### config.mk
export PLATFORM = sky130hd
export DESIGN_NAME = analog_ladder_button_debouncer
export DESIGN_NICKNAME = d
export VERILOG_FILES = /design/src/hdl/albd_pkg.sv /design/src/hdl/albd_window.sv /design/src/hdl/analog_ladder_button_debouncer.sv
export SDC_FILE = /design/constraint.sdc
export NUM_CORES = 1
export LEC_CHECK = 0
export CORE_UTILIZATION = 50
export CTS_CLUSTER_SIZE = 8
export DETAILED_ROUTE_END_ITERATION = 8
export DONT_BUFFER_PORTS = 1
export PLACE_DENSITY = 0.68
export SYNTH_ARGS = -nofsm -noshare
export SYNTH_HDL_FRONTEND = slang
export SYNTH_SLANG_ARGS = --single-unit
### constraint.sdc
create_clock -name clk -period 5.5 [get_ports clk]
set_input_delay 0.55 -clock clk [delete_from_list [all_inputs] [get_ports clk]]
set_output_delay 0.55 -clock clk [all_outputs]
set_load 0.01 [all_outputs]
### src/hdl/albd_pkg.sv
// ----------------------------------------------------------------------------
// albd_pkg
// shared types, constants and register map of the ladder button debouncer
// ----------------------------------------------------------------------------
package albd_pkg;

	// adc resolution actually used from each sample
	localparam int unsigned SAMPLE_BITS = 16;
	localparam int unsigned CODE_W      = 16;
	localparam int unsigned WIN_W       = CODE_W + 2;

	typedef logic [CODE_W-1:0]         code_t;
	typedef logic signed [WIN_W-1:0]   wcode_t;
	typedef logic [7:0]                ticks_t;
	typedef logic [1:0]                button_t;

	// register map
	typedef enum logic [2:0] {
		REG_IDLE_THR  = 3'd0,
		REG_TOLERANCE = 3'd1,
		REG_LVL_LEFT  = 3'd2,
		REG_LVL_UP    = 3'd3,
		REG_LVL_DOWN  = 3'd4,
		REG_LVL_RIGHT = 3'd5,
		REG_REL_TICKS = 3'd6
	} reg_idx_t;

	localparam code_t  RST_IDLE_THR  = 16'd64741;
	localparam code_t  RST_TOLERANCE = 16'd794;
	localparam code_t  RST_LVL_LEFT  = 16'd39718;
	localparam code_t  RST_LVL_UP    = 16'd10526;
	localparam code_t  RST_LVL_DOWN  = 16'd25022;
	localparam code_t  RST_LVL_RIGHT = 16'd60;
	localparam ticks_t RST_REL_TICKS = 8'd20;

	// debounce phase, one-hot
	typedef enum logic [2:0] {
		PH_OPEN   = 3'b001,
		PH_CLOSED = 3'b010,
		PH_BOUNCE = 3'b100
	} phase_t;

	// phase codes as reported on the result
	localparam logic [1:0] PCODE_OPEN   = 2'd0;
	localparam logic [1:0] PCODE_CLOSED = 2'd1;
	localparam logic [1:0] PCODE_BOUNCE = 2'd2;

	typedef struct packed {
		logic       held_valid;
		logic [1:0] phase;
		button_t    event_button;
		logic       press_event;
	} result_t;

	function automatic logic [1:0] phase_code(input phase_t ph);
		logic [1:0] c;
		unique case (ph)
			PH_CLOSED: c = PCODE_CLOSED;
			PH_BOUNCE: c = PCODE_BOUNCE;
			default:   c = PCODE_OPEN;
		endcase
		return c;
	endfunction

endpackage

### src/hdl/albd_window.sv
// ----------------------------------------------------------------------------
// albd_window
// acceptance window check: level - tol <= code <= level + tol, no wrap
// ----------------------------------------------------------------------------
module albd_window (
	input  albd_pkg::code_t code,
	input  albd_pkg::code_t level,
	input  albd_pkg::code_t tol,
	output logic            hit
);
	import albd_pkg::*;

	wcode_t code_w;
	wcode_t lo;
	wcode_t hi;

	// two extra bits keep the bounds exact in both directions
	assign code_w = wcode_t'({2'b00, code});
	assign lo     = wcode_t'({2'b00, level}) - wcode_t'({2'b00, tol});
	assign hi     = wcode_t'({2'b00, level}) + wcode_t'({2'b00, tol});
	assign hit    = (code_w >= lo) && (code_w <= hi);

endmodule

### src/hdl/analog_ladder_button_debouncer.sv
// ----------------------------------------------------------------------------
// analog_ladder_button_debouncer
// four-button resistor-ladder keypad decoder with press detection and debounce
// ----------------------------------------------------------------------------
// a sample is registered in code_s1, and its result in the result register when it advances
// throughput: one sample per cycle, sustained; output stalls back up at once
// the whole update runs combinationally between the sample and result registers
// reset: async, active low; config back to nominal levels, phase open,
//   no held button, countdown zero, both pipeline stages empty
// ----------------------------------------------------------------------------
module analog_ladder_button_debouncer (
	input  logic                    clk,
	input  logic                    arst_n,
	// sample request
	input  logic                    s_tvalid,
	output logic                    s_tready,
	input  logic [15:0]             s_tdata,   // [15:0] sample
	// result request
	output logic                    m_tvalid,
	input  logic                    m_tready,
	output logic [7:0]              m_tdata,   // [0] press_event, [2:1] event_button,
	                                           // [3] held_valid, [5:4] phase, [7:6] zero
	// configuration writes
	input  logic                    cfg_valid,
	output logic                    cfg_ready,
	input  logic [2:0]              cfg_index,
	input  albd_pkg::code_t         cfg_data
);
	import albd_pkg::*;

	// configuration registers
	code_t  idle_thr_q;
	code_t  tol_q;
	code_t  lvl_q [4];
	ticks_t rel_ticks_q;

	// debounce state
	phase_t  phase_q;
	button_t held_btn_q;
	logic    held_flag_q;
	ticks_t  cd_q;

	// pipeline
	logic    valid_s1;
	code_t   code_s1;
	logic    out_valid_q;
	result_t out_q;

	// next-state logic
	logic    advance;
	logic    win_hit [4];
	logic    held_hit;
	logic    below_thr;
	logic    above_thr;
	ticks_t  cd_dec;
	phase_t  phase_d;
	button_t held_btn_d;
	logic    held_flag_d;
	ticks_t  cd_d;
	logic    press_d;
	button_t ev_btn_d;

	// ---------------- configuration ----------------
	// the user must write only while idle; the block does not enforce it, and writes are always taken
	assign cfg_ready = 1'b1;

	always_ff @(posedge clk or negedge arst_n) begin
		if (!arst_n) begin
			idle_thr_q  <= RST_IDLE_THR;
			tol_q       <= RST_TOLERANCE;
			lvl_q[0]    <= RST_LVL_LEFT;
			lvl_q[1]    <= RST_LVL_UP;
			lvl_q[2]    <= RST_LVL_DOWN;
			lvl_q[3]    <= RST_LVL_RIGHT;
			rel_ticks_q <= RST_REL_TICKS;
		end else if (cfg_valid && cfg_ready) begin
			unique case (cfg_index)
				REG_IDLE_THR:  idle_thr_q  <= cfg_data;
				REG_TOLERANCE: tol_q       <= cfg_data;
				REG_LVL_LEFT:  lvl_q[0]    <= cfg_data;
				REG_LVL_UP:    lvl_q[1]    <= cfg_data;
				REG_LVL_DOWN:  lvl_q[2]    <= cfg_data;
				REG_LVL_RIGHT: lvl_q[3]    <= cfg_data;
				REG_REL_TICKS: rel_ticks_q <= cfg_data[7:0];
				default: ;  // index past the map is dropped
			endcase
		end
	end

	// ---------------- handshake ----------------
	// stage 1 moves into the result register when that one is free or draining
	assign advance  = valid_s1 && (!out_valid_q || m_tready);
	assign s_tready = !valid_s1 || advance;

	always_ff @(posedge clk or negedge arst_n) begin
		if (!arst_n) begin
			valid_s1 <= 1'b0;
		end else if (s_tready) begin
			valid_s1 <= s_tvalid;
		end
	end

	// only the low SAMPLE_BITS of the sample carry the conversion
	always_ff @(posedge clk) begin
		if (s_tvalid && s_tready) begin
			code_s1 <= code_t'(s_tdata[SAMPLE_BITS-1:0]);
		end
	end

	// ---------------- window compares ----------------
	for (genvar b = 0; b < 4; b++) begin : g_win
		albd_window u_win (
			.code  (code_s1),
			.level (lvl_q[b]),
			.tol   (tol_q),
			.hit   (win_hit[b])
		);
	end

	// the held button's window is one of the four already computed
	assign held_hit  = win_hit[held_btn_q];
	assign below_thr = code_s1 < idle_thr_q;
	assign above_thr = code_s1 > idle_thr_q;

	// countdown drops first, in every phase
	assign cd_dec = (cd_q != '0) ? cd_q - 8'd1 : cd_q;

	// ---------------- debounce update ----------------
	always_comb begin
		phase_d     = phase_q;
		held_btn_d  = held_btn_q;
		held_flag_d = held_flag_q;
		cd_d        = cd_dec;
		press_d     = 1'b0;
		ev_btn_d    = '0;
		unique case (phase_q)
			PH_CLOSED: begin
				// release needs strictly above the threshold
				if (above_thr) begin
					phase_d = PH_BOUNCE;
					cd_d    = rel_ticks_q;
				end
			end
			PH_BOUNCE: begin
				if (held_hit) begin
					phase_d = PH_CLOSED;
				end
				// an expired countdown wins over a return to the window
				if (cd_dec == '0) begin
					phase_d     = PH_OPEN;
					held_flag_d = 1'b0;
					held_btn_d  = '0;
				end
			end
			default: begin
				phase_d = PH_OPEN;
				// left first, right last
				if (below_thr) begin
					if (win_hit[0] || win_hit[1] || win_hit[2] || win_hit[3]) begin
						phase_d     = PH_CLOSED;
						held_flag_d = 1'b1;
						press_d     = 1'b1;
						if (win_hit[0]) begin
							ev_btn_d = 2'd0;
						end else if (win_hit[1]) begin
							ev_btn_d = 2'd1;
						end else if (win_hit[2]) begin
							ev_btn_d = 2'd2;
						end else begin
							ev_btn_d = 2'd3;
						end
						held_btn_d = ev_btn_d;
					end
				end
			end
		endcase
	end

	always_ff @(posedge clk or negedge arst_n) begin
		if (!arst_n) begin
			phase_q     <= PH_OPEN;
			held_btn_q  <= '0;
			held_flag_q <= 1'b0;
			cd_q        <= '0;
		end else if (advance) begin
			phase_q     <= phase_d;
			held_btn_q  <= held_btn_d;
			held_flag_q <= held_flag_d;
			cd_q        <= cd_d;
		end
	end

	// ---------------- result register ----------------
	always_ff @(posedge clk or negedge arst_n) begin
		if (!arst_n) begin
			out_valid_q <= 1'b0;
		end else if (advance) begin
			out_valid_q <= 1'b1;
		end else if (m_tready) begin
			out_valid_q <= 1'b0;
		end
	end

	always_ff @(posedge clk) begin
		if (advance) begin
			out_q.press_event  <= press_d;
			out_q.event_button <= ev_btn_d;
			out_q.held_valid   <= held_flag_d;
			out_q.phase        <= phase_code(phase_d);
		end
	end

	assign m_tvalid = out_valid_q;
	assign m_tdata  = {2'b00, out_q.phase, out_q.held_valid, out_q.event_button,
		out_q.press_event};

	// ---------------- checks ----------------
`ifndef SYNTHESIS
	// a button is latched exactly while not open
	a_flag_phase: assert property (@(posedge clk) disable iff (!arst_n)
		held_flag_q == (phase_q != PH_OPEN))
		else $error("held flag disagrees with phase");

	// open phase keeps the held button cleared
	a_open_btn: assert property (@(posedge clk) disable iff (!arst_n)
		(phase_q == PH_OPEN) |-> (held_btn_q == '0))
		else $error("held button set while open");

	// entering bounce loads the release countdown
	a_bounce_load: assert property (@(posedge clk) disable iff (!arst_n)
		(advance && phase_q == PH_CLOSED && phase_d == PH_BOUNCE)
		|=> (cd_q == $past(rel_ticks_q)))
		else $error("countdown not loaded on bounce entry");

	// a press result always reports a latched, closed button
	a_press_closed: assert property (@(posedge clk) disable iff (!arst_n)
		(m_tvalid && m_tdata[0]) |-> (m_tdata[3] && m_tdata[5:4] == PCODE_CLOSED))
		else $error("press reported outside closed phase");
`endif

endmodule
==> impl_metrics.ini, run 1 <==
[run_status]
status = complete, no violations

[drt]
routed_wl_um = 37800
viasPerCell = 5.91
ant_nets = 0
routedWlPerCell_um = 19.2
drt_iter0_drc = 459
vias = 11600
firstDrtPassIters = 8
drc = 0

[sta]
hold_ws_ps = 81.9
hold_viol_final = 0
max_slew.worst_pin.slew_ps = 1060
maxSlewHeadroom_pct = 29.1
setup_viol = 0
fmax_mhz = 190
slew_viol_final = 0
period_minus_slack_ps = 5270
timing.final.ws_setup_ps = 229
grt_setup_unrepaired = true
min_period_over_period_pct = 95.8
clock_skew_ps = 12.2

[power]
seqPwrFrac_pct = 20.1
power_frac_comb_pct = 63.5
power_uw = 8050
p_switching_uw = 3550
leakage_uw = 0.00709
clkPwrFrac_pct = 16.4
irDropWorstVdd_mv = 0.297
p_int_uw = 4500
p_per_area_mw_per_mm2 = 514
netSwitchingFraction_pct = 44.1

[layout]
fin_util_pct = 55.9
drive_above_1_share_pct = 14.0
syn2layout_area_growth_pct = 9.23
n_antenna_cell = 0
nNetsFinal = 1901
final_area_mm2 = 0.0157

[clock_tree]
htree_levels = 4
cts_made_buffers = 17
clk_path_buf_depth = 2
cts_tree = built
insertion_delay_ps = 440
clkTransAtPathRegs_ps = 60
cts-root-buf = clkbuf_16
clkSinkCount = 142

[worst_hold_path]
hold_class = in2async

[critical_path]
start_kind = flip-flop
critPathKind = reg2reg
cp-end-kind = flip-flop
cp.arrival_ps = 5590
cp_max_fo = 10
cp_data_required_time_ps = 5820

[placed_design]
placedInstanceArea_mm2 = 0.0149
place_ws_ps = 0.406
gp_congestion = 0.933
port_buffers = 0
dpl.hpwl_um = 29800

[global_routing]
grt.total_usage_pct = 26.5
grt_antenna_before_repair = 0
grt_max_degree = 121
busiest_layer = met2
grtUsageMet3_pct = 3.77
grtUsageMet2_pct = 45.5
overflow = 0
grt_pass1_wl_um = 59500
grt_pass1_vias = 11600
use_met1_pct = 34.2

[floorplan]
io_pins = 51
num_rows = 61
dieArea_mm2 = 0.0294
die_h_um = 171
start_util_pct = 51.2
core_mm2 = 0.0280
die_w_um = 171

[synthesis]
yosys.area.top_type_share_pct = 23.9
netlist_area_mm2 = 0.0143
synth.distinct_cells = 82
ys_warn_count = 0
yosysSeqAreaShare_pct = 26.0
synth_edf_count = 22
syn_inst = 1576
syn_avg_cell_area_um2 = 9.10
synth-seq-cells = 142
async_reset_ff_share_pct = 84.5
synth_top_area_cell = ha_1
synthTopCellsByArea = ha_1, dfrtp_1, dfstp_2
synth_top_flop_cell = dfrtp_1

[flow_run]
cap_violations = 0
[routing by layer]
layer  up-vias  share of wire [%]
met5         -                  0
met4         0                2.3
met3        57                4.1
met2       269                 48
met1      5647                 46
li1       5663                  -
[final timing paths]
check / start / to / slack (ps) / cells past startpoint
setup / recovery: tol_q[1] / phase_q[1] / 230 / 24
setup reg to reg: tol_q[1] / phase_q[1] / 230 / 24
min in group clk: s_tdata[6] / code_s1[6] / 210 / 0
max in group asynchronous: arst_n / tol_q[0] / 4930 / 1
hold / removal: arst_n / lvl_q[31] / 80 / 1
hold reg to reg: rel_ticks_q[7] / rel_ticks_q[7] / 510 / 1
[metrics by stage]
stage          setup TNS [ps]  std cells
4_1_cts                     0       1968
3_5_place_dp                0       1935
5_1_grt                 -21.3       1970
6_report                    0       1970
3_3_place_gp                0       1935
2_1_floorplan               0       1577
[power by group through the flow]
stage | sequential (uW) | clock, uW | combinational, uW
floorplan | 1540 | 0 | 3780
global placement | 1620 | 0 | 4810
detailed placement | 1630 | 0 | 4920
CTS | 1610 | 1340 | 4990
global route | 1650 | 1380 | 5700
finish | 1620 | 1320 | 5110
[final cells by class]
type | instances | area [um^2]
tap | 378 | 473
sequential | 142 | 3720
clock buffer | 23 | 489
fill | 2504 | 12300
inverter | 124 | 465
multi-input combinational | 1257 | 10000
timing repair buffer | 37 | 298
clock inverter | 9 | 181
[synth_stat cells, drive strengths merged (8+ instances only)]
cell type,count
nand4,22
a21oi,126
xnor2,84
a21o,48
nor2b,17
nor3,31
ha,274
dfrtp,73
nor2,106
nand3,30
o41ai,9
clkbuf,37
o211ai,8
edfxtp,22
xor2,22
fa,8
nand2b,33
buf,17
a31oi,10
nor4,8
dfstp,47
o31ai,8
o21ai,116
inv,120
mux2,72
or3,13
a211oi,21
o21bai,26
nand2,78
[state kept, by name (all words and copies together), names as in the netlist]
name / cells
code_s1: 16
m_tvalid: 1
phase_q: 3
idle_thr_q: 16
held_flag_q: 1
cd_q: 8
rel_ticks_q: 8
m_tdata: 6
held_btn_q: 2
valid_s1: 1
lvl_q: 64
tol_q: 16
[cells in the final DEF (no fill, tap or decap), drive strengths merged, types with 22 or more instances in the layout]
cell type	Yosys	routed
o21bai	26	26
o21ai	116	116
xnor2	84	84
nor3	31	31
nand3	30	30
inv	120	120
dfrtp	73	73
clkbuf	37	23
nand4	22	22
xor2	22	22
nand2	78	78
nor2	106	106
mux2	72	72
buf	17	37
edfxtp	22	22
dfstp	47	47
a21o	48	48
a21oi	126	126
nand2b	33	33
ha	274	274
[cell families (layout without fill, tap and decap cells)]
| family | after synthesis | in the layout | synth area share, % |
|---|---|---|---|
| buffers and inverters | 178 | 193 | 4.89 |
| XOR/XNOR | 106 | 106 | 6.47 |
| AND/OR/NAND/NOR | 365 | 365 | 12.5 |
| adder cells (fa/ha/maj) | 282 | 282 | 25.0 |
| multiplexers | 75 | 75 | 5.98 |
| AO/OA/AOI/OAI | 426 | 426 | 19.1 |
| other | 2 | 3 | 0.0524 |
| flip-flops | 142 | 142 | 26.0 |
[timing repair]
item / CTS / global route
endpoints found under the hold margin: 120 / 0
resized for setup: 1 / 21
pin swaps: 0 / 4
endpoints found under the setup margin: 1 / 10
setup buffers: 0 / 2
hold buffers: 1 / 0
[critical path: stages, from the launching register on]
cell      delay [ps]
dfstp_2          530
inv_1             70
buf_4            210
fa_2             430
a211oi_2         210
o21ai_1          150
o31ai_1          250
buf_4            170
o21ai_0          160
o21ai_1          190
nand2b_1         110
a31oi_1          210
xor2_1           180
ha_1             260
a21o_1           160
a21oi_1          130
o21ai_0          150
a21oi_1          160
o311ai_1         130
o32a_1           240
nand2b_4         180
o311ai_4         300
inv_2             70
a211o_1          240
mux2_4           260
Power figures use the tool's default switching activity.
==> run 2: changes to the inputs <==
--- a/config.mk
+++ b/config.mk
@@ -12,4 +12,5 @@
 export PLACE_DENSITY = 0.68
 export SYNTH_ARGS = -nofsm -noshare
 export SYNTH_HDL_FRONTEND = slang
+export SYNTH_HIERARCHICAL = 1
 export SYNTH_SLANG_ARGS = --single-unit
==> impl_metrics.ini, run 2 <==
[layout]
final_area_mm2 = 0.0166
final_cell_mix = ha_1, inv_1, a21oi_1, nor2_1, mux2_2
largest_reg_flops = 64
final_common_cell = ha_1
nNetsFinal = 2020
n_antenna_cell = 0
drive_above_1_share_pct = 16.2
fin_util_pct = 54.4
syn2layout_area_growth_pct = 7.16
top_register = lvl_q

[synthesis]
synth_edf_count = 22
ys_top_cells_by_count = ha_1, inv_1, a21oi_1, nor2_1, mux2_2
synth_top_flop_cell = dfrtp_1
syn_avg_cell_area_um2 = 9.15
ys_warn_count = 6
yosysSeqAreaShare_pct = 24.0
syn_inst = 1693
async_reset_ff_share_pct = 84.5
synth.distinct_cells = 104
synth-seq-cells = 142
synth.most_common_cell = ha_1
synthTopCellsByArea = ha_1, dfrtp_1, dfstp_2
yosys.area.top_type_share_pct = 22.1
netlist_area_mm2 = 0.0155
synth_top_area_cell = ha_1

[sta]
hold_viol_final = 2
min_period_over_period_pct = 96.6
clock_skew_ps = 6.55
maxSlewHeadroom_pct = 34.4
fmax_mhz = 188
hold_ws_ps = -11.1
final.setup.tns_ps = 0
slew_viol_final = 0
grt_setup_unrepaired = false
setup_viol = 0
max_slew.worst_pin.slew_ps = 980
period_minus_slack_ps = 5310

[clock_tree]
cts-root-buf = clkbuf_16
clkSinkCount = 142
clk_path_buf_depth = 2
htree_levels = 4
clkTransAtPathRegs_ps = 60
cts_made_buffers = 17
cts_tree = built
insertion_delay_ps = 440

[placed_design]
placedInstanceArea_mm2 = 0.0160
port_buffers = 0
dpl.hpwl_um = 34100
gp_congestion = 0.995

[drt]
firstDrtPassIters = 6
vias = 12900
routedWlPerCell_um = 20.6
drt_iter0_drc = 911
ant_nets = 0
drc = 0
viasPerCell = 6.13
routed_wl_um = 43300

[critical_path]
cp_max_fo = 9
cp_data_required_time_ps = 5820
rr_worst_depth = 19
start_kind = flip-flop
cp-end-kind = flip-flop
critPathKind = reg2reg
cp.arrival_ps = 5630
r2r-start = tol_q[3]
crit_start = tol_q[3]

[global_routing]
grt_pass1_vias = 12600
grt.total_usage_pct = 27.7
grt_antenna_before_repair = 0
overflow = 0
grt_pass1_wl_um = 66900
grt_max_degree = 121

[floorplan]
start_util_pct = 50.8
dieArea_mm2 = 0.0317
num_rows = 64
core_mm2 = 0.0305
die_w_um = 178
die_h_um = 178
io_pins = 51

[power]
p_per_area_mw_per_mm2 = 527
seqPwrFrac_pct = 19.5
p_int_uw = 4590
netSwitchingFraction_pct = 47.5
p_switching_uw = 4160
clkPwrFrac_pct = 12.5
leakage_uw = 0.00749
power_frac_comb_pct = 68.1
irDropWorstVdd_mv = 0.241

[run_status]
failed_checks = hold timing
status = finished, violations left

[worst_hold_path]
hold_class = in2async

[flow_run]
cap_violations = 0
-- run 2: metal layers --
| layer | vias to the layer above | track usage [%] | part of all wire, % |
|---|---|---|---|
| met4 | 0 | 12.1 | 4.0 |
| met2 | 340 | 46.8 | 47 |
| met1 | 6304 | 35.6 | 45 |
| met5 | - | 0 | 0 |
| met3 | 97 | 3.05 | 4.0 |
| li1 | 6178 | - | - |
-- run 2: path summary, 6_finish.rpt --
| kind | endpoint | slack (ps) |
|---|---|---|
| setup / recovery | phase_q[1] | 190 |
| max in group asynchronous | tol_q[2] | 4850 |
| hold / removal | cd_q[6] | -10 |
| hold reg to reg | m_tvalid | 510 |
| min in group clk | code_s1[8] | 200 |
| setup reg to reg | phase_q[1] | 190 |
-- run 2: final cells by class --
cell class	count	area (um^2)
Sequential cell	142	3720
Inverter	154	578
Timing Repair Buffer	39	313
Multi-Input combinational cell	1345	10900
Clock inverter	12	113
Tap cell	396	495
Clock buffer	20	437
Fill cell	2750	13900
-- run 2: power by group through the flow --
stage / Clock, uW / Combinational [uW] / Sequential (uW)
global route: 1150 / 6590 / 1740
finish: 1090 / 5950 / 1700
floorplan: 0 / 4470 / 1590
CTS: 1100 / 5850 / 1690
detailed placement: 0 / 5780 / 1710
global placement: 0 / 5660 / 1700
-- run 2: logic make-up after synthesis --
family	after synthesis	share of synthesized area, %
flops	142	24.0
buf+inv	207	5.82
xor+xnor	92	5.20
simple gates	419	14.5
mux	99	7.26
other cells	2	0.0485
fa+ha+maj	281	23.1
compound gates	451	20.0
-- run 2: stage by stage --
step	hold WS, ps	instances	total power, uW	setup slack [ps]
after detailed placement	257	2074	7480	230
after CTS	89.7	2107	8650	190
final	-11.1	2108	8750	188
after global routing	101	2108	9470	0.635
after floorplan	254	1694	6060	807
after global placement	257	2074	7360	319
-- run 2: what timing repair did --
item / CTS / global route
hold buffers: 1 / 0
endpoints found under the setup margin: 0 / 10
setup buffers: 0 / 1
gates resized for setup: 0 / 13
hold endpoints to repair: 120 / 0
-- run 2: critical path: stages, from the launching register on --
cell and delay, ps:
dfstp_2 590, inv_1 60, ha_1 390, nand2b_1 190
a21o_1 190, a311oi_2 300, o21ai_1 210, o211a_1 250
a311oi_1 250, ha_1 290, and4_1 210, nand4_1 120
nor3_1 70, a311oi_1 230, o21ai_0 130, o32a_1 480
mux4_4 700, inv_1 140, o211ai_4 100, mux2_4 260
